### config.mk
export PLATFORM = sky130hd
export DESIGN_NAME = url_percent_decoder
export DESIGN_NICKNAME = d
export VERILOG_FILES = /design/src/rtl/urlpd_pkg.sv /design/src/rtl/url_percent_decoder.sv /design/src/rtl/urlpd_front.sv /design/src/rtl/urlpd_queue.sv /design/src/rtl/urlpd_back.sv
export VERILOG_INCLUDE_DIRS = /design/src /design/src/rtl
export SDC_FILE = /design/constraint.sdc
export NUM_CORES = 1
export LEC_CHECK = 0
export BUFFER_PORTS_ARGS = -buffer_cell sky130_fd_sc_hd__buf_2
export CAP_MARGIN = 0
export CELL_PAD_IN_SITES_DETAIL_PLACEMENT = 1
export CELL_PAD_IN_SITES_GLOBAL_PLACEMENT = 1
export CORE_UTILIZATION = 40
export DETAILED_ROUTE_END_ITERATION = 6
export PLACE_DENSITY = 0.65
export SYNTH_ARGS = -nofsm -noshare
export SYNTH_HDL_FRONTEND = slang
export SYNTH_SLANG_ARGS = --single-unit
### constraint.sdc
create_clock -name clk_i -period 12.3 [get_ports clk_i]
set_clock_uncertainty 0.15 [all_clocks]
set_input_delay 0.615 -clock clk_i [delete_from_list [all_inputs] [get_ports clk_i]]
set_output_delay 0.615 -clock clk_i [all_outputs]
set_load 0.005 [all_outputs]
### src/rtl/url_percent_decoder_defines.svh
// Assertion macros for the URL percent decoder
`ifndef URL_PERCENT_DECODER_DEFINES_SVH
`define URL_PERCENT_DECODER_DEFINES_SVH

// same-cycle implication, checked outside reset
`define URLPD_ASSERT_NOW(label, pre, post) \
  label: assert property (@(posedge clk_i) disable iff (!rst_ni) (pre) |-> (post)) \
    else $error("url_percent_decoder: check failed");

// next-cycle implication, checked outside reset
`define URLPD_ASSERT_NEXT(label, pre, post) \
  label: assert property (@(posedge clk_i) disable iff (!rst_ni) (pre) |=> (post)) \
    else $error("url_percent_decoder: check failed");

`endif

### src/rtl/urlpd_pkg.sv
// Types, constants and helpers shared by the URL percent decoder
package urlpd_pkg;

  localparam int unsigned CntW      = 12;
  localparam int unsigned QDepth    = 4;
  localparam int unsigned QPtrW     = $clog2(QDepth);
  localparam int unsigned QCntW     = $clog2(QDepth + 1);
  localparam logic [CntW-1:0] MaxOutReset = 12'd63;

  localparam logic [7:0] CH_PLUS  = 8'h2B;
  localparam logic [7:0] CH_PCT   = 8'h25;
  localparam logic [7:0] CH_SPACE = 8'h20;
  localparam logic [7:0] CH_0     = 8'h30;
  localparam logic [7:0] CH_9     = 8'h39;
  localparam logic [7:0] CH_LA    = 8'h61;
  localparam logic [7:0] CH_LF    = 8'h66;
  localparam logic [7:0] CH_UA    = 8'h41;
  localparam logic [7:0] CH_UF    = 8'h46;
  localparam logic [3:0] HEX_TEN  = 4'd10;

  typedef enum logic [1:0] {
    PEND_NONE  = 2'd0,
    PEND_PCT   = 2'd1,
    PEND_DIGIT = 2'd2
  } pend_e;

  typedef struct packed {
    logic [7:0] in_byte;
    logic       in_last;
  } in_t;

  typedef struct packed {
    logic [7:0] out_byte;
    logic       out_valid;
    logic       out_last;
    logic       truncated;
  } out_t;

  // one queued item: up to three decoded bytes, or a bare end marker
  typedef struct packed {
    logic [2:0][7:0] bytes;
    logic [1:0]      last_idx;
    logic            bare;
    logic            last;
    logic            trunc;
  } job_t;

  function automatic logic is_hex(logic [7:0] c);
    return (c >= CH_0 && c <= CH_9) || (c >= CH_LA && c <= CH_LF) ||
           (c >= CH_UA && c <= CH_UF);
  endfunction

  function automatic logic [3:0] hex_val(logic [7:0] c);
    logic [7:0] d;
    d = 8'd0;
    if (c >= CH_0 && c <= CH_9) begin
      d = c - CH_0;
    end else if (c >= CH_LA && c <= CH_LF) begin
      d = c - CH_LA;
      d = d + {4'd0, HEX_TEN};
    end else if (c >= CH_UA && c <= CH_UF) begin
      d = c - CH_UA;
      d = d + {4'd0, HEX_TEN};
    end
    return d[3:0];
  endfunction

endpackage

### src/rtl/url_percent_decoder.sv
// Streaming form-urlencoded value decoder, top level.
// One raw byte is taken per cycle while the four-item queue between the
// front end and the output sequencer has room; the front end resolves
// '+', percent escapes and the per-value output limit in the cycle it
// takes the byte. Each byte gives zero to three results, more than one
// only where a broken escape is flushed, and the output sequencer sends
// one result per cycle while out_ready_i is high. The output limit
// (max_q) resets to 63.
`include "url_percent_decoder_defines.svh"

module url_percent_decoder import urlpd_pkg::*; (
  input  logic            clk_i,
  input  logic            rst_ni,
  input  logic            cfg_we_i,
  input  logic [CntW-1:0] cfg_wdata_i,
  input  logic            in_valid_i,
  output logic            in_ready_o,
  input  in_t             in_data_i,
  output logic            out_valid_o,
  input  logic            out_ready_i,
  output out_t            out_data_o
);

  logic q_push, q_pop, q_not_full, q_not_empty;
  job_t q_wdata, q_rdata;

  urlpd_front u_front (
    .clk_i,
    .rst_ni,
    .cfg_we_i,
    .cfg_wdata_i,
    .in_valid_i,
    .in_ready_o,
    .in_data_i,
    .q_not_full_i (q_not_full),
    .q_push_o     (q_push),
    .q_job_o      (q_wdata)
  );

  urlpd_queue u_queue (
    .clk_i,
    .rst_ni,
    .push_i      (q_push),
    .wdata_i     (q_wdata),
    .not_full_o  (q_not_full),
    .pop_i       (q_pop),
    .rdata_o     (q_rdata),
    .not_empty_o (q_not_empty)
  );

  urlpd_back u_back (
    .clk_i,
    .rst_ni,
    .q_not_empty_i (q_not_empty),
    .q_job_i       (q_rdata),
    .q_pop_o       (q_pop),
    .out_valid_o,
    .out_ready_i,
    .out_data_o
  );

  `URLPD_ASSERT_NOW(a_bare_is_final, out_valid_o && !out_data_o.out_valid, out_data_o.out_last)
  `URLPD_ASSERT_NOW(a_bare_zero, out_valid_o && !out_data_o.out_valid, out_data_o.out_byte == 8'd0)
  `URLPD_ASSERT_NEXT(a_queue_drains, q_not_empty && !out_valid_o, out_valid_o)

endmodule

### src/rtl/urlpd_front.sv
// Front end: takes bytes, tracks escapes and the output limit, builds queue items
module urlpd_front import urlpd_pkg::*; (
  input  logic            clk_i,
  input  logic            rst_ni,
  input  logic            cfg_we_i,
  input  logic [CntW-1:0] cfg_wdata_i,
  input  logic            in_valid_i,
  output logic            in_ready_o,
  input  in_t             in_data_i,
  input  logic            q_not_full_i,
  output logic            q_push_o,
  output job_t            q_job_o
);

  pend_e           pend_q, pend_d;
  logic [7:0]      dig_q, dig_d;
  logic [CntW-1:0] emit_q, emit_d;
  logic            drop_q, drop_d;
  logic [CntW-1:0] max_q;

  logic            accept;
  logic [7:0]      b;
  logic            last;
  logic            hex;
  logic [7:0]      plain_b;
  logic            plain_pend;
  logic [2:0][7:0] cand;
  logic [1:0]      ncand;
  logic [CntW-1:0] e;
  logic [1:0]      acc;
  logic            drop;

  assign b          = in_data_i.in_byte;
  assign last       = in_data_i.in_last;
  assign hex        = is_hex(b);
  assign plain_b    = (b == CH_PLUS) ? CH_SPACE : b;
  assign plain_pend = (b == CH_PCT) && !last;
  assign in_ready_o = q_not_full_i;
  assign accept     = in_valid_i && in_ready_o;

  // next escape state
  always_comb begin
    pend_d = pend_q;
    dig_d  = dig_q;
    case (pend_q)
      PEND_NONE: begin
        if (plain_pend) pend_d = PEND_PCT;
      end
      PEND_PCT: begin
        if (hex && !last) begin
          pend_d = PEND_DIGIT;
          dig_d  = b;
        end else begin
          pend_d = plain_pend ? PEND_PCT : PEND_NONE;
        end
      end
      PEND_DIGIT: begin
        pend_d = (!hex && plain_pend) ? PEND_PCT : PEND_NONE;
      end
      default: pend_d = PEND_NONE;
    endcase
  end

  // candidate bytes this item produces
  always_comb begin
    cand  = '0;
    ncand = 2'd0;
    case (pend_q)
      PEND_NONE: begin
        if (!plain_pend) begin
          cand[0] = plain_b;
          ncand   = 2'd1;
        end
      end
      PEND_PCT: begin
        if (!(hex && !last)) begin
          cand[0] = CH_PCT;
          cand[1] = plain_b;
          ncand   = plain_pend ? 2'd1 : 2'd2;
        end
      end
      PEND_DIGIT: begin
        if (hex) begin
          cand[0] = {hex_val(dig_q), hex_val(b)};
          ncand   = 2'd1;
        end else begin
          cand[0] = CH_PCT;
          cand[1] = dig_q;
          cand[2] = plain_b;
          ncand   = plain_pend ? 2'd2 : 2'd3;
        end
      end
      default: ncand = 2'd0;
    endcase
  end

  // output limit over up to three bytes
  always_comb begin
    e    = emit_q;
    acc  = 2'd0;
    drop = drop_q;
    for (int k = 0; k < 3; k++) begin
      if (2'(k) < ncand) begin
        if (e < max_q) begin
          e   = e + 12'd1;
          acc = acc + 2'd1;
        end else begin
          drop = 1'b1;
        end
      end
    end
    emit_d = e;
    drop_d = drop;
  end

  always_comb begin
    q_job_o.bytes    = cand;
    q_job_o.bare     = (acc == 2'd0);
    q_job_o.last_idx = (acc == 2'd0) ? 2'd0 : acc - 2'd1;
    q_job_o.last     = last;
    q_job_o.trunc    = drop_d;
    q_push_o         = accept && ((acc != 2'd0) || last);
  end

  always_ff @(posedge clk_i or negedge rst_ni) begin
    if (!rst_ni) begin
      max_q <= MaxOutReset;
    end else if (cfg_we_i) begin
      max_q <= cfg_wdata_i;
    end
  end

  always_ff @(posedge clk_i or negedge rst_ni) begin
    if (!rst_ni) begin
      pend_q <= PEND_NONE;
      dig_q  <= 8'd0;
      emit_q <= '0;
      drop_q <= 1'b0;
    end else if (accept) begin
      if (last) begin
        pend_q <= PEND_NONE;
        dig_q  <= 8'd0;
        emit_q <= '0;
        drop_q <= 1'b0;
      end else begin
        pend_q <= pend_d;
        dig_q  <= dig_d;
        emit_q <= emit_d;
        drop_q <= drop_d;
      end
    end
  end

endmodule

### src/rtl/urlpd_queue.sv
// Short item queue between the front end and the output sequencer
module urlpd_queue import urlpd_pkg::*; (
  input  logic clk_i,
  input  logic rst_ni,
  input  logic push_i,
  input  job_t wdata_i,
  output logic not_full_o,
  input  logic pop_i,
  output job_t rdata_o,
  output logic not_empty_o
);

  job_t [QDepth-1:0] mem_q;
  logic [QPtrW-1:0]  wr_q, rd_q;
  logic [QCntW-1:0]  cnt_q;
  logic              do_push, do_pop;

  assign not_full_o  = (cnt_q != QCntW'(QDepth));
  assign not_empty_o = (cnt_q != '0);
  assign do_push     = push_i && not_full_o;
  assign do_pop      = pop_i && not_empty_o;
  assign rdata_o     = mem_q[rd_q];

  always_ff @(posedge clk_i) begin
    if (do_push) mem_q[wr_q] <= wdata_i;
  end

  always_ff @(posedge clk_i or negedge rst_ni) begin
    if (!rst_ni) begin
      wr_q  <= '0;
      rd_q  <= '0;
      cnt_q <= '0;
    end else begin
      if (do_push) wr_q <= wr_q + QPtrW'(1);
      if (do_pop)  rd_q <= rd_q + QPtrW'(1);
      case ({do_push, do_pop})
        2'b10:   cnt_q <= cnt_q + QCntW'(1);
        2'b01:   cnt_q <= cnt_q - QCntW'(1);
        default: cnt_q <= cnt_q;
      endcase
    end
  end

endmodule

### src/rtl/urlpd_back.sv
// Output sequencer: sends the bytes of each queued item one per cycle while out_ready_i is high
module urlpd_back import urlpd_pkg::*; (
  input  logic clk_i,
  input  logic rst_ni,
  input  logic q_not_empty_i,
  input  job_t q_job_i,
  output logic q_pop_o,
  output logic out_valid_o,
  input  logic out_ready_i,
  output out_t out_data_o
);

  job_t       cur_q;
  logic       cur_v_q;
  logic [1:0] idx_q;
  logic       at_end;
  logic       done;
  logic [7:0] sel;

  assign at_end      = (idx_q == cur_q.last_idx);
  assign done        = !cur_v_q || (out_ready_i && at_end);
  assign q_pop_o     = done && q_not_empty_i;
  assign out_valid_o = cur_v_q;

  always_comb begin
    case (idx_q)
      2'd0:    sel = cur_q.bytes[0];
      2'd1:    sel = cur_q.bytes[1];
      2'd2:    sel = cur_q.bytes[2];
      default: sel = 8'd0;
    endcase
    out_data_o.out_byte  = cur_q.bare ? 8'd0 : sel;
    out_data_o.out_valid = !cur_q.bare;
    out_data_o.out_last  = cur_q.last && at_end;
    out_data_o.truncated = cur_q.trunc;
  end

  always_ff @(posedge clk_i) begin
    if (q_pop_o) cur_q <= q_job_i;
  end

  always_ff @(posedge clk_i or negedge rst_ni) begin
    if (!rst_ni) begin
      cur_v_q <= 1'b0;
      idx_q   <= 2'd0;
    end else if (done) begin
      cur_v_q <= q_not_empty_i;
      idx_q   <= 2'd0;
    end else if (out_ready_i) begin
      idx_q   <= idx_q + 2'd1;
    end
  end

endmodule
* Word level (Yosys, flattened, before mapping)
Index checks and enable logic that the tools add are counted.
** Storage, ports and cells
- Memories kept :: 0
- Flip-flop bits (word level) :: 190
- Input bits :: 26
- Logic and storage cells :: 194
- Bits in latches :: 0
- Memory bits (read-only) :: 0
- Bits in writable memories :: 0
** Operators by class
- Order comparisons :: 21
- Divide/modulo/power cells :: 0
- Multipliers :: 0
- Multiplexer cells :: 60
- $add $sub $neg :: 21
- Shifts and indexed selects :: 0
- Reduce and logical (&&, ||, !) cells :: 36
- Bitwise logic cells :: 0
- Equal/unequal tests :: 11
** Operators by type and width (count)
- 116-bit bitwise mux :: 1
- 12-bit 2-to-1 mux :: 7
- 8-bit 2-to-1 mux :: 8
- 29-bit binary-select mux with 2-bit select :: 1
- 29-bit demux with 2-bit select :: 1
- 29-bit 2-to-1 mux :: 2
- 8-bit one-hot mux with 3 select lines :: 2
- 12-bit by 1-bit adder with 12-bit output (second input constant) :: 3
- 12-bit < comparator :: 3
- 8-bit by 7-bit >= comparator with 1-bit output (second input constant) :: 4
- 8-bit by 7-bit less-or-equal comparator with 1-bit output (second input constant) :: 4
- 16-bit 2-to-1 mux :: 2
- 2-bit 2-to-1 mux :: 14
- 4-bit 2-to-1 mux :: 6
- 4-bit by 1-bit subtractor with 4-bit output (second input constant) :: 6
- 1-bit logical AND :: 17
- 4-bit adder (second input constant) :: 4
- 8-bit by 6-bit == test with 1-bit output (second input constant) :: 2
- 8-bit by 6-bit >= comparator with 1-bit output (second input constant) :: 2
- 8-bit by 6-bit less-or-equal comparator with 1-bit output (second input constant) :: 2
- 8-bit one-hot mux with 2 select lines :: 1
- 1-bit 2-to-1 mux :: 12
- 2-bit one-hot mux with 3 select lines :: 2
- 2-bit by 1-bit adder with 2-bit output (second input constant) :: 5
- other kinds (20) :: 38

* Logic depth before layout (Yosys ltp)
Gate-level depths: netlist (run 1).
- Word-level depth :: 21
- Gate-level depth with buffers :: 39
- Mapped depth without buffers :: 37

* By module
Synthesis (run 1) repeated with hierarchy kept, for this count alone.
** Unflattened totals
- Cells, all modules :: 805
- Area total of the unflattened synthesis :: 10197.3 µm²
** Modules (own cells, without submodules)
- urlpd_queue :: cells each 188, seq. area each 3658.5 µm², times used 1, area each 4595.7 µm²
- urlpd_front :: cells each 541, seq. area each 883.3 µm², times used 1, area each 4362.9 µm²
- urlpd_back :: cells each 76, seq. area each 945.9 µm², times used 1, area each 1238.7 µm²

* Worst setup path after synthesis (run 1)
OpenSTA, ideal clock, no wires.
- Kind :: input port to flip-flop
- From :: input port in_data_i[2] (netlist name)
- To :: register u_queue.cnt_q[2]
- Data arrival time :: 7.868 ns
- Stages :: 37
- Path slack :: 4.203 ns
- Buffers on the path :: 3
- Cell sequence :: inv_1 > ha_1 > or3b_1 > and4_4 > buf_6 > nor2_8 > a221oi_2 > buf_6 > o31a_1 > or2_2 > clkbuf_1 > ha_1 > a21o_1 > a2111oi_0 > o21ai_0 > nor2_2 > o221ai_2 > nor2_1 > xor2_1 > ha_1 > a21o_1 > a21o_1 > a21o_1 > a21o_1 > a21oi_1 > o21ai_0 > or3b_1 > nor2_2 > a211oi_1 > o31a_1 > inv_1 > ha_1 > inv_1 > fa_1 > xor2_1 > nor2_1 > xor2_1
** Between the ends
- Word-level cells in the longest chain between the ends :: 21
- Elaborated cells on any way between the ends :: 44
- Classes of those cells :: add/sub (3); order compare (11); eq/ne (3); mux (15); reduce/logical (12)
** RTL lines
- from (decl) :: RTL line url_percent_decoder.sv:18 : input in_t in_data_i,
- 8-bit by 6-bit >= comparator with 1-bit output (tied with other cells) :: RTL line urlpd_pkg.sv:49 : return (c >= CH_0 && c <= CH_9) || (c >= CH_LA && c <= CH_LF) ||
- 1-bit logical AND :: RTL line urlpd_pkg.sv:49
- 1-bit logical OR (2 in a row) :: RTL line urlpd_pkg.sv:49
- 1-bit logical AND :: RTL line urlpd_front.sv:76 : if (!(hex && !last)) begin
- 2-bit 2-to-1 mux :: RTL line urlpd_front.sv:76
- 2-bit one-hot mux with 3 select lines (*) :: RTL line urlpd_front.sv:68 : case (pend_q)
- 1-bit by 2-bit < comparator with 1-bit output :: RTL line urlpd_front.sv:103 : if (2'(k) < ncand) begin
- 12-bit 2-to-1 mux or 2-bit 2-to-1 mux (tied branches) :: RTL line urlpd_front.sv:103
- (+4 left out)
- 2-bit 2-to-1 mux :: RTL line urlpd_front.sv:104 : if (e < max_q) begin
- 2-bit 2-to-1 mux (*) :: RTL line urlpd_front.sv:103
- 2-bit nonzero test (*) :: RTL line urlpd_front.sv:122 : q_push_o = accept && ((acc != 2'd0) || last);
- 1-bit logical OR (*) :: RTL line urlpd_front.sv:122
- 1-bit logical AND (*) :: RTL line urlpd_front.sv:122
- 1-bit logical AND (*) :: RTL line urlpd_queue.sv:20 : assign do_push = push_i && not_full_o;
- 2-bit by 1-bit == test with 1-bit output or 2-bit == test (tied branches) :: RTL line urlpd_queue.sv:36 : case ({do_push, do_pop})
- 3-bit one-hot mux with 2 select lines or 2-bit nonzero test (tied branches)
- to (signal assigned) :: RTL line urlpd_queue.sv:37 : 2'b10: cnt_q <= cnt_q + QCntW'(1);
- to (signal assigned) :: RTL line urlpd_queue.sv:38 : 2'b01: cnt_q <= cnt_q - QCntW'(1);
- to (signal assigned) :: RTL line urlpd_queue.sv:39 : default: cnt_q <= cnt_q;
- to (decl) :: RTL line urlpd_queue.sv:15 : logic [QCntW-1:0] cnt_q;
Mark *: on every way between the ends. The rest lies on a longest branch, timed or not.
A chain may end at the register's enable or synchronous reset.

* Worst setup path in the final report (run 1)
- From :: register u_front.max_q[5]
- To :: register u_queue.cnt_q[2]
** Between the ends
- Word-level cells in the longest chain between the ends :: 15
- Elaborated cells on any way between the ends :: 24
- Classes of those cells :: add/sub (3); order compare (3); eq/ne (2); mux (11); reduce/logical (5)
** RTL lines
- from (decl) :: RTL line urlpd_front.sv:19 : logic [CntW-1:0] max_q;
- from (signal assigned) :: RTL line urlpd_front.sv:127 : max_q <= MaxOutReset;
- from (signal assigned) :: RTL line urlpd_front.sv:129 : max_q <= cfg_wdata_i;
- 12-bit < comparator :: RTL line urlpd_front.sv:104
- 12-bit 2-to-1 mux or 1-bit 2-to-1 mux (tied branches) :: RTL line urlpd_front.sv:104
- 12-bit 2-to-1 mux or 2-bit 2-to-1 mux (tied branches) :: RTL line urlpd_front.sv:103
- 12-bit by 1-bit adder with 12-bit output (tied with other cells) :: RTL line urlpd_front.sv:105 : e = e + 12'd1;
- 12-bit 2-to-1 mux or 2-bit 2-to-1 mux (tied branches) :: RTL line urlpd_front.sv:104
- 12-bit 2-to-1 mux or 2-bit 2-to-1 mux (tied branches) :: RTL line urlpd_front.sv:103
- 12-bit < comparator or 2-bit by 1-bit adder with 2-bit output (tied branches) :: RTL line urlpd_front.sv:104, urlpd_front.sv:106
- 2-bit 2-to-1 mux :: RTL line urlpd_front.sv:104
- 2-bit 2-to-1 mux (*) :: RTL line urlpd_front.sv:103
- 2-bit nonzero test (*) :: RTL line urlpd_front.sv:122
- 1-bit logical OR (*) :: RTL line urlpd_front.sv:122
- 1-bit logical AND (*) :: RTL line urlpd_front.sv:122
- 1-bit logical AND (*) :: RTL line urlpd_queue.sv:20
- 2-bit by 1-bit == test with 1-bit output or 2-bit == test (tied branches) :: RTL line urlpd_queue.sv:36
- 3-bit one-hot mux with 2 select lines or 2-bit nonzero test (tied branches)
Marks and branches as above.

==> out/results.ini, run 1 <==
[run_status]
status = complete, no violations

[sta]
finalHoldViolCount = 0
rsz0062_at_grt = false
report.final.slew_viol_count = 0
fin_crit_ns = 9.466
worstMarginPinSlew_ns = 0.8273
setup_ws_ns = 2.834
tns_ns = 0
relSlewSlack = 0.4448
setup_viol = 0
period_share = 0.7696
fmax_mhz = 105.6

[synth]
synth_area_sq_um = 10140
async_flop_share = 0.2368
syn_inst = 809
synth_xor_area_frac = 0.03493
synth-seq-area-share = 0.5414
synth.area.mux_share = 0.07110
synth_warnings = 0
ys_ff_latch = 190
synth_adder_area_share = 0.07357
avgSynthCellArea_sq_um = 12.53
synth_edf_count = 145
yosys.area_share.simple = 0.1271
synth_compound_gate_area_share = 0.1197
synth_ff_type = edfxtp_1
yosysUniqueCellTypes = 84
synth_top_family_by_area = simple AND/OR/NAND/NOR gates
synth_nets = 894

[clock_tree]
numCtsBuffers = 17
cts_tree = yes
cts_sinks = 190
h-tree-depth = 4
worstSkewPairLatency_ns = 0.44
clk_path_buf_depth = 2
cts_repair_resize_count = 0
cts_setup_buffers = 0
root_buffer = clkbuf_16
hold_buffers = 0
clkTransAtPathRegs_ns = 0.08

[die]
start_util = 0.4120
chipWidth_microns = 161.2
dieArea_sq_um = 25980
core_area_sq_um = 24600
die_y_microns = 161.2
rows = 57
io_pins = 39

[grt]
grt_pass1_vias = 7181
grt_pass1_wl_microns = 41850
grt_overflow_total = 0
antenna_found_initial = 0
grt_usage = 0.2127
grt_max_degree = 46

[detailed_routing]
firstDrtPassIters = 5
route.detailed.drc = 0
wl_per_cell_microns = 22.15
wirelength_microns = 26180
final_antenna_net_count = 0
drt-initial-drc-count = 456
avgViaCountPerCell = 5.766
vias = 6816

[setup_path]
start_kind = register
critPathMaxStageDelay_ns = 0.52
critical_path_buf_inv_count = 4
worstSetupPathType = register to register
cp_top_family = compound AO/OA/AOI/OAI gates
arrival_ns = 9.67
cp_max_fo = 12
required_ns = 12.50
cp_slowest_cell = dfstp_2
worstSetupEndpointType = register

[placed_design]
io_buffers = 38
dp_slack_ns = 2.638
dpl.cell_count = 1150
place_congestion = 0.8703
dpl.hpwl_microns = 19110

[power_and_ir_drop]
leakage_nw = 4.318
p_per_area_nw_per_um2 = 186.9
vdd_ir_drop_max_mv = 0.1157

[finish]
final_cell_count_no_fill = 1182
fin_nets = 930
syn_to_final_growth_pct = 11.68
fin_util = 0.4601
drive_gt1_frac = 0.1772
n_antenna_cell = 0

[min_path]
min_path_type = primary input to asynchronous set/reset pin

[job]
drv_cap = 0

==> synthesized netlist by cell type, types with 8 or more instances <==
library cell	count	area, sq um
nor2_1	55	206.5
a31oi_1	11	68.82
o21ai_0	33	165.2
mux4_2	29	653.1
a22oi_1	14	105.1
nor3_1	15	75.07
clkbuf_1	22	82.58
ha_1	58	725.7
nand2_1	64	240.2
nor2b_1	10	62.56
o211ai_1	8	60.06
nand3_1	18	90.09
edfxtp_1	145	4354
a222oi_1	8	80.08
xor2_1	17	148.9
dfrtp_1	39	975.9
nand4_1	12	75.07
inv_1	43	161.4
a21o_1	12	90.09
a21oi_1	21	105.1
xnor2_1	16	140.1
and2_1	16	100.1
==> registers in the layout, indices dropped and copies added (netlist names) <==
register,count
u_back.cur_q,28
u_back.idx_q,2
u_back.out_data_o,1
u_back.out_valid_o,1
u_front.dig_q,8
u_front.drop_q,1
u_front.emit_q,12
u_front.max_q,12
u_front.pend_q,2
u_queue.cnt_q,3
u_queue.mem_q,116
u_queue.rd_q,2
u_queue.wr_q,2
==> final timing paths <==
kind / slack [ns] / start / cells after the start / end
max: 2.83 / u_front.max_q[5] / 36 / u_queue.cnt_q[2]
min: 0.15 / rst_ni / 2 / u_back.idx_q[1]
max reg2reg: 2.83 / u_front.max_q[5] / 36 / u_queue.cnt_q[2]
min reg2reg: 0.37 / u_front.drop_q / 1 / u_front.drop_q
max in group asynchronous: 11.37 / rst_ni / 2 / u_queue.rd_q[0]
min in group clk_i: 0.23 / cfg_wdata_i[10] / 3 / u_front.max_q[10]
==> per-stage QoR <==
step | hold slack (ns) | power (W) | cell area [sq um]
CTS | 0.1654 | 0.002139 | 11320
floorplan | 0.1694 | 0.001334 | 10140
global route | 0.1989 | 0.002228 | 11320
global placement | 0.3581 | 0.001515 | 10670
detailed placement | 0.3568 | 0.001546 | 10670
finish | 0.1502 | 0.002115 | 11320
==> worst reg2reg max path: cells and delay by family, from the launching register on <==
kind | cells | cell delay, ns
AOI/OAI and AO/OA | 13 | 3.31
and+or+nand+nor | 10 | 2.29
adders and majority gates | 5 | 1.52
xor gates and xnor gates | 4 | 1.05
buffers and inverters | 4 | 0.53
DFF | 1 | 0.52
==> cells in the final DEF, fill, tap and decap left out, types with 8 or more instances in the layout <==
cell / synthesis / final
o21ai_0: 33 / 33
a22oi_1: 14 / 14
o211ai_1: 8 / 8
xor2_1: 17 / 17
nor2_1: 55 / 55
nand3_1: 18 / 18
edfxtp_1: 145 / 145
clkbuf_16: 0 / 17
a21o_1: 12 / 12
a21oi_1: 21 / 21
nor2b_1: 10 / 10
and2_1: 16 / 16
buf_2: 2 / 38
dfrtp_1: 39 / 38
buf_4: 2 / 14
ha_1: 58 / 58
nand4_1: 12 / 12
mux4_2: 29 / 29
xnor2_1: 16 / 16
nor3_1: 15 / 15
a222oi_1: 8 / 8
nand2_1: 64 / 64
inv_1: 43 / 43
a31oi_1: 11 / 11
==> final cells by class <==
type | count | area (sq um)
Multi-Input combinational cell | 541 | 4323
Clock inverter | 15 | 220.2
Tap cell | 324 | 405.4
Fill cell | 2550 | 13290
Timing Repair Buffer | 52 | 295.3
Sequential cell | 190 | 5489
Inverter | 43 | 161.4
Clock buffer | 17 | 425.4
==> cell families after synthesis <==
group / Yosys count
AND/OR/NAND/NOR: 242
flip-flops: 190
AO/OA/AOI/OAI: 168
buffers and inverters: 78
adder cells (fa/ha/maj): 59
XOR/XNOR: 37
multiplexers: 35
==> power by group <==
part           internal (W)  leakage [nW]  total (W)  switching, W
combinational      0.000242          2.09   0.000594      0.000352
clock              0.000303         0.312   0.000592      0.000289
sequential         0.000869          1.92   0.000929     0.0000605
total               0.00141          4.32    0.00212      0.000702
==> layer usage <==
layer	global-route usage	vias to the layer above	part of all wire
li1	-	3144	-
met1	0.3027	3484	0.48
met5	0	-	0
met2	0.3376	158	0.46
met3	0.03467	30	0.041
met4	0.05703	0	0.015
(Power assumes the default switching activity.)
==> run 2, diff against run 1 <==
==> constraint.sdc (replaced) <==
create_clock -name clk_i -period 9.7 [get_ports clk_i]
set_clock_uncertainty 0.15 [all_clocks]
set_input_delay 0.485 -clock clk_i [delete_from_list [all_inputs] [get_ports clk_i]]
set_output_delay 0.485 -clock clk_i [all_outputs]
set_load 0.005 [all_outputs]
==> out/results.ini, run 2 (synthesized netlist as in run 1, its figures left out) <==
[sta]
setup_viol = 0  ; unchanged
fmax_mhz = 111.3  ; was 105.6 MHz
fin_crit_ns = 8.987  ; was 9.466 ns
relSlewSlack = 0.2946  ; was 0.4448
report.final.slew_viol_count = 0  ; unchanged
rsz0062_at_grt = false  ; unchanged
whs_ns = 0.004856  ; was 0.1502 ns
worstMarginPinSlew_ns = 1.058  ; was 0.8273 ns
period_share = 0.9265  ; was 0.7696
tns_ns = 0  ; unchanged
finalHoldViolCount = 0  ; unchanged

[die]
start_util = 0.4120  ; unchanged
io_pins = 39  ; unchanged
rows = 57  ; unchanged
core_area_sq_um = 24600  ; unchanged
chipWidth_microns = 161.2  ; unchanged
die_y_microns = 161.2  ; unchanged
dieArea_sq_um = 25980  ; unchanged

[job]
drv_cap = 0  ; unchanged

[finish]
fin_nets = 930  ; unchanged
syn_to_final_growth_pct = 11.53  ; was 11.68%
drive_gt1_frac = 0.1772  ; unchanged
multi_input_area_sq_um = 4323  ; unchanged
n_antenna_cell = 0  ; unchanged
final_cell_count_no_fill = 1182  ; unchanged
largest_register = u_queue.mem_q  ; unchanged
largest_reg_flops = 116  ; unchanged
regArea_sq_um = 5489  ; unchanged
design_area_sq_um = 11300  ; was 11,320 sq um
final_cell_mix = 145 x edfxtp_1, 64 x nand2_1, 58 x ha_1  ; unchanged
final_common_cell = edfxtp_1  ; unchanged
fillCellCount = 2583  ; was 2,550
top_regs = u_queue.mem_q: 116 flops, u_back.cur_q: 28 flops  ; unchanged

[clock_tree]
cts_tree = yes  ; unchanged
h-tree-depth = 4  ; unchanged
root_buffer = clkbuf_16  ; unchanged
worstSkewPairLatency_ns = 0.45  ; was 0.44 ns
clk_path_buf_depth = 2  ; unchanged
clkTransAtPathRegs_ns = 0.08  ; about the same
numCtsBuffers = 17  ; unchanged
hold_buffers = 0  ; unchanged
cts_repair_resize_count = 0  ; unchanged
cts_setup_buffers = 0  ; unchanged
cts_sinks = 190  ; unchanged

[setup_path]
required_ns = 9.92  ; was 12.50 ns
r2r_cells = 34  ; was 36
rr_startpoint = u_front.emit_q[7]  ; was u_front.max_q[5]
arrival_ns = 9.21  ; was 9.67 ns
reg2reg_slack_ns = 0.71  ; was 2.83 ns
start_kind = register  ; unchanged
cp_max_fo = 12  ; unchanged
cp_slowest_cell = a21oi_1  ; was dfstp_2
worstSetupEndpointType = register  ; unchanged
critPathMaxStageDelay_ns = 0.57  ; was 0.52 ns
crit_top_cell = ha_1
worstSetupPathType = register to register  ; unchanged
regToRegEndpoint = u_queue.cnt_q[2]  ; unchanged

[grt]
grt_pass1_wl_microns = 41520  ; was 41,850 microns
grt_overflow_total = 0  ; unchanged
grt_pass1_vias = 7405  ; was 7,181
grt_max_degree = 46  ; unchanged
antenna_found_initial = 0  ; unchanged
grt_usage = 0.2100  ; was 0.2127

[min_path]
min_path_type = primary input to asynchronous set/reset pin  ; unchanged

[power_and_ir_drop]
seq_power_share = 0.461  ; was 0.439
vdd_ir_drop_max_mv = 0.1441  ; was 0.1157 mV
p_int_w = 0.001761  ; was 0.001414 W
leakage_nw = 4.307  ; was 4.318 nW
switching_share = 0.3326  ; was 0.3318
clockPowerShare = 0.275  ; was 0.280
p_per_area_nw_per_um2 = 233.4  ; was 186.9 nW/um^2
p_total_w = 0.002639  ; was 0.002115 W
power.share.combinational = 0.264  ; was 0.281
p_switching_w = 0.0008775  ; was 0.0007019 W

[detailed_routing]
final_antenna_net_count = 0  ; unchanged
route.detailed.drc = 0  ; unchanged
vias = 6868  ; was 6,816
wirelength_microns = 25830  ; was 26,180 microns
wl_per_cell_microns = 21.85  ; was 22.15 microns
drt-initial-drc-count = 484  ; was 456
firstDrtPassIters = 5  ; unchanged
avgViaCountPerCell = 5.810  ; was 5.766

[run_status]
status = complete, no violations  ; unchanged

[placed_design]
place_area_sq_um = 10670  ; unchanged
io_buffers = 38  ; unchanged
place_congestion = 0.9243  ; was 0.8703
dpl.hpwl_microns = 18450  ; was 19,110 microns
dpl.cell_count = 1150  ; unchanged

run 2: changes by cell type in the layout (fill, tap and decap cells not counted), sizes merged:
cell and change:
bufinv -1, clkinv +2, inv -2, clkinvlp +1
run 2: cell type report:
type                       count  area share
clock buffer                  17     0.03763
multi-input combinational    541      0.3824
timing repair buffer          52     0.02612
clock inverter                15     0.01815
sequential                   190      0.4856
inverter                      43     0.01428
tap                          324     0.03586
run 2: through the flow:
stage / setup slack [ns] / utilization
after CTS: 0.7990 / 0.4594
final: 0.7130 / 0.4594
after global placement: 1.045 / 0.4338
after global routing: 0.0009175 / 0.4594
after floorplan: 1.733 / -
after detailed placement: 0.6613 / 0.4338
run 2: how the worst max path moves through the flow:
stage | startpoint | endpoint | slack [ns]
after detailed placement | in_data_i[2] | u_queue.cnt_q[2] | 0.66
final | u_front.emit_q[7] | u_queue.cnt_q[2] | 0.71
after global placement | in_data_i[2] | u_queue.cnt_q[2] | 1.05
after CTS | u_front.emit_q[7] | u_queue.cnt_q[2] | 0.80
after floorplan | in_data_i[2] | u_queue.cnt_q[2] | 1.73
after global routing | u_front.emit_q[2] | u_queue.cnt_q[2] | 0.0009
run 2: metal layers:
layer  vias up  GRT usage  part of all wire
li1       3155          -                 -
met1      3524     0.2884              0.47
met2       158     0.3431              0.47
met3        31    0.03698             0.045
met4         0    0.05617             0.015
met5         -          0                 0
run 2: power by group through the flow:
stage,Clock (W),Sequential [W],Combinational (W)
final,0.000726,0.00122,0.000697
after floorplan,0,0.00117,0.000525
after detailed placement,0,0.00124,0.000708
after global placement,0,0.00122,0.000683
after CTS,0.000739,0.00122,0.000712
after global routing,0.000769,0.00124,0.000774
run 2: critical path: cells and delay by family (launching register included):
kind / cells / cell delay [ns]
fa+ha+maj: 5 / 1.56
simple gates: 9 / 1.72
flops: 1 / 0.50
xor+xnor: 4 / 1.20
buf+inv: 4 / 0.43
compound gates: 12 / 3.34
==> run 3, diff against run 2 <==
--- a/config.mk
+++ b/config.mk
@@ -12,6 +12,7 @@
 export CELL_PAD_IN_SITES_GLOBAL_PLACEMENT = 1
 export CORE_UTILIZATION = 40
 export DETAILED_ROUTE_END_ITERATION = 6
+export GPL_TIMING_DRIVEN = 0
 export PLACE_DENSITY = 0.65
 export SYNTH_ARGS = -nofsm -noshare
 export SYNTH_HDL_FRONTEND = slang
==> out/results.ini, run 3 (synthesized netlist as in run 1, its figures left out) <==
[run_status]
status = complete, no violations  ; unchanged

[sta]
tns_ns = 0  ; unchanged
setup_ws_ns = 0.4560  ; was 0.7130 ns
relSlewSlack = 0.1587  ; was 0.2946
finalHoldViolCount = 0  ; unchanged
fmax_mhz = 108.2  ; was 111.3 MHz
period_share = 0.9530  ; was 0.9265
setup_viol = 0  ; unchanged
report.final.slew_viol_count = 0  ; unchanged
fin_crit_ns = 9.244  ; was 8.987 ns
worstMarginPinSlew_ns = 1.230  ; was 1.058 ns

[finish]
drive_gt1_frac = 0.1791  ; was 0.1772
syn_to_final_growth_pct = 13.00  ; was 11.53%
fin_nets = 954  ; was 930
largest_register = u_queue.mem_q  ; unchanged
n_antenna_cell = 0  ; unchanged
fin_util = 0.4655  ; was 0.4594
top_regs = u_queue.mem_q: 116 flops, u_back.cur_q: 28 flops  ; unchanged
fillCellCount = 2605  ; was 2,583
largest_reg_flops = 116  ; unchanged
final_cell_count_no_fill = 1206  ; was 1,182
final_common_cell = edfxtp_1  ; unchanged
final_cell_mix = 145 x edfxtp_1, 64 x nand2_1, 58 x ha_1  ; unchanged

[setup_path]
cp_top_family = compound AO/OA/AOI/OAI gates  ; unchanged
start_kind = register  ; unchanged
required_ns = 9.89  ; was 9.92 ns
crit_top_cell = ha_1  ; unchanged
critical_path_buf_inv_count = 6  ; was 4
cp_slowest_cell = or3b_1  ; was a21oi_1
worstSetupPathType = register to register  ; unchanged
arrival_ns = 9.44  ; was 9.21 ns
cp_max_fo = 10  ; was 12
critPathMaxStageDelay_ns = 0.50  ; was 0.57 ns
worstSetupEndpointType = register  ; unchanged

[die]
core_area_sq_um = 24600  ; unchanged
start_util = 0.4120  ; unchanged
io_pins = 39  ; unchanged
rows = 57  ; unchanged
chipWidth_microns = 161.2  ; unchanged
dieArea_sq_um = 25980  ; unchanged
die_y_microns = 161.2  ; unchanged

[clock_tree]
clk_path_buf_depth = 2  ; unchanged
cts_tree = yes  ; unchanged
root_buffer = clkbuf_16  ; unchanged
worstSkewPairLatency_ns = 0.43  ; was 0.45 ns
cts_sinks = 190  ; unchanged
clkTransAtPathRegs_ns = 0.08  ; about the same
h-tree-depth = 4  ; unchanged
numCtsBuffers = 17  ; unchanged

[grt]
antenna_found_initial = 0  ; unchanged
grt_usage = 0.2151  ; was 0.2100
grt_overflow_total = 0  ; unchanged
grt_pass1_wl_microns = 42390  ; was 41,520 microns
grt_max_degree = 46  ; unchanged
grt_pass1_vias = 7496  ; was 7,405

[power_and_ir_drop]
leakage_nw = 4.354  ; was 4.307 nW
vdd_ir_drop_max_mv = 0.1692  ; was 0.1441 mV
p_per_area_nw_per_um2 = 233.8  ; was 233.4 nW/um^2
p_total_w = 0.002677  ; was 0.002639 W

[detailed_routing]
wirelength_microns = 26910  ; was 25,830 microns
final_antenna_net_count = 0  ; unchanged
firstDrtPassIters = 6  ; was 5
drt-initial-drc-count = 445  ; was 484
route.detailed.drc = 0  ; unchanged
avgViaCountPerCell = 5.711  ; was 5.810
wl_per_cell_microns = 22.31  ; was 21.85 microns
vias = 6888  ; was 6,868

[placed_design]
dp_slack_ns = -0.2319  ; was 0.6613 ns
dpl.hpwl_microns = 19770  ; was 18,450 microns
place_congestion = 0.8568  ; was 0.9243
dpl.cell_count = 1170  ; was 1,150
io_buffers = 37  ; was 38

[min_path]
min_path_type = primary input to register  ; was primary input to asynchronous set/reset pin

[job]
drv_cap = 0  ; unchanged

run 3: cell count changes in the layout (fill, tap and decap cells not counted), sizes merged:
cell	before	now
inv	50	52
clkinvlp	1	0
bufinv	0	1
buf	52	54
clkinv	7	5
clkbuf	17	39
run 3: worst paths after layout:
kind / startpoint / endpoint / slack (ns) / cells after the start
max in group asynchronous: rst_ni / u_front.dig_q[5] / 8.51 / 1
max: u_front.max_q[11] / u_queue.cnt_q[2] / 0.46 / 37
min: cfg_wdata_i[11] / u_front.max_q[11] / 0.11 / 3
min reg2reg: u_front.drop_q / u_front.drop_q / 0.37 / 1
max reg2reg: u_front.max_q[11] / u_queue.cnt_q[2] / 0.46 / 37
min in group asynchronous: rst_ni / u_back.idx_q[1] / 0.15 / 1
run 3: timing repair:
item	4_1_cts	5_1_grt
resized for setup	2	7
pin swaps	0	1
setup endpoints to repair	118	118
hold buffers	0	0
buffers inserted	0	4
run 3: worst min-delay path, cell delays in order:
cell and delay, ns:
buf_2 0.07, nand2_1 0.03, o21ai_0 0.06
run 3: layout make-up:
class / count / area [sq um] / area share
flip-flops and latches: 190 / 5488 / 0.4791
repair buffers: 41 / 215.2 / 0.01879
well taps: 324 / 405.4 / 0.03539
clock inverters: 15 / 217.7 / 0.01901
plain buffers: 35 / 165.2 / 0.01442
multi-input cells: 541 / 4375 / 0.3820
clock buffers: 17 / 425.4 / 0.03714
inverters: 43 / 161.4 / 0.01409
run 3: power breakdown:
group	internal, W	total [W]	leakage, nW	switching, W
clock network	0.000383	0.000745	0.312	0.000362
logic	0.000302	0.000751	2.13	0.000448
registers	0.00110	0.00118	1.92	0.0000778
run 3: routing by layer:
metal	global-route usage	vias to the layer above	wire, microns
li1	-	3206	-
met1	0.3057	3539	12900
met2	0.3540	135	12990
met3	0.02851	8	885
met4	0.04117	0	124
met5	0	-	0
run 3: through the flow:
| step | instance area (sq um) | hold slack, ns |
|---|---|---|
| 6_report | 11450 | 0.1119 |
| 5_1_grt | 11450 | 0.1055 |
| 3_5_place_dp | 10730 | 0.3552 |
| 4_1_cts | 11380 | 0.09185 |
| 3_3_place_gp | 10730 | 0.3493 |
| 2_1_floorplan | 10140 | 0.03941 |
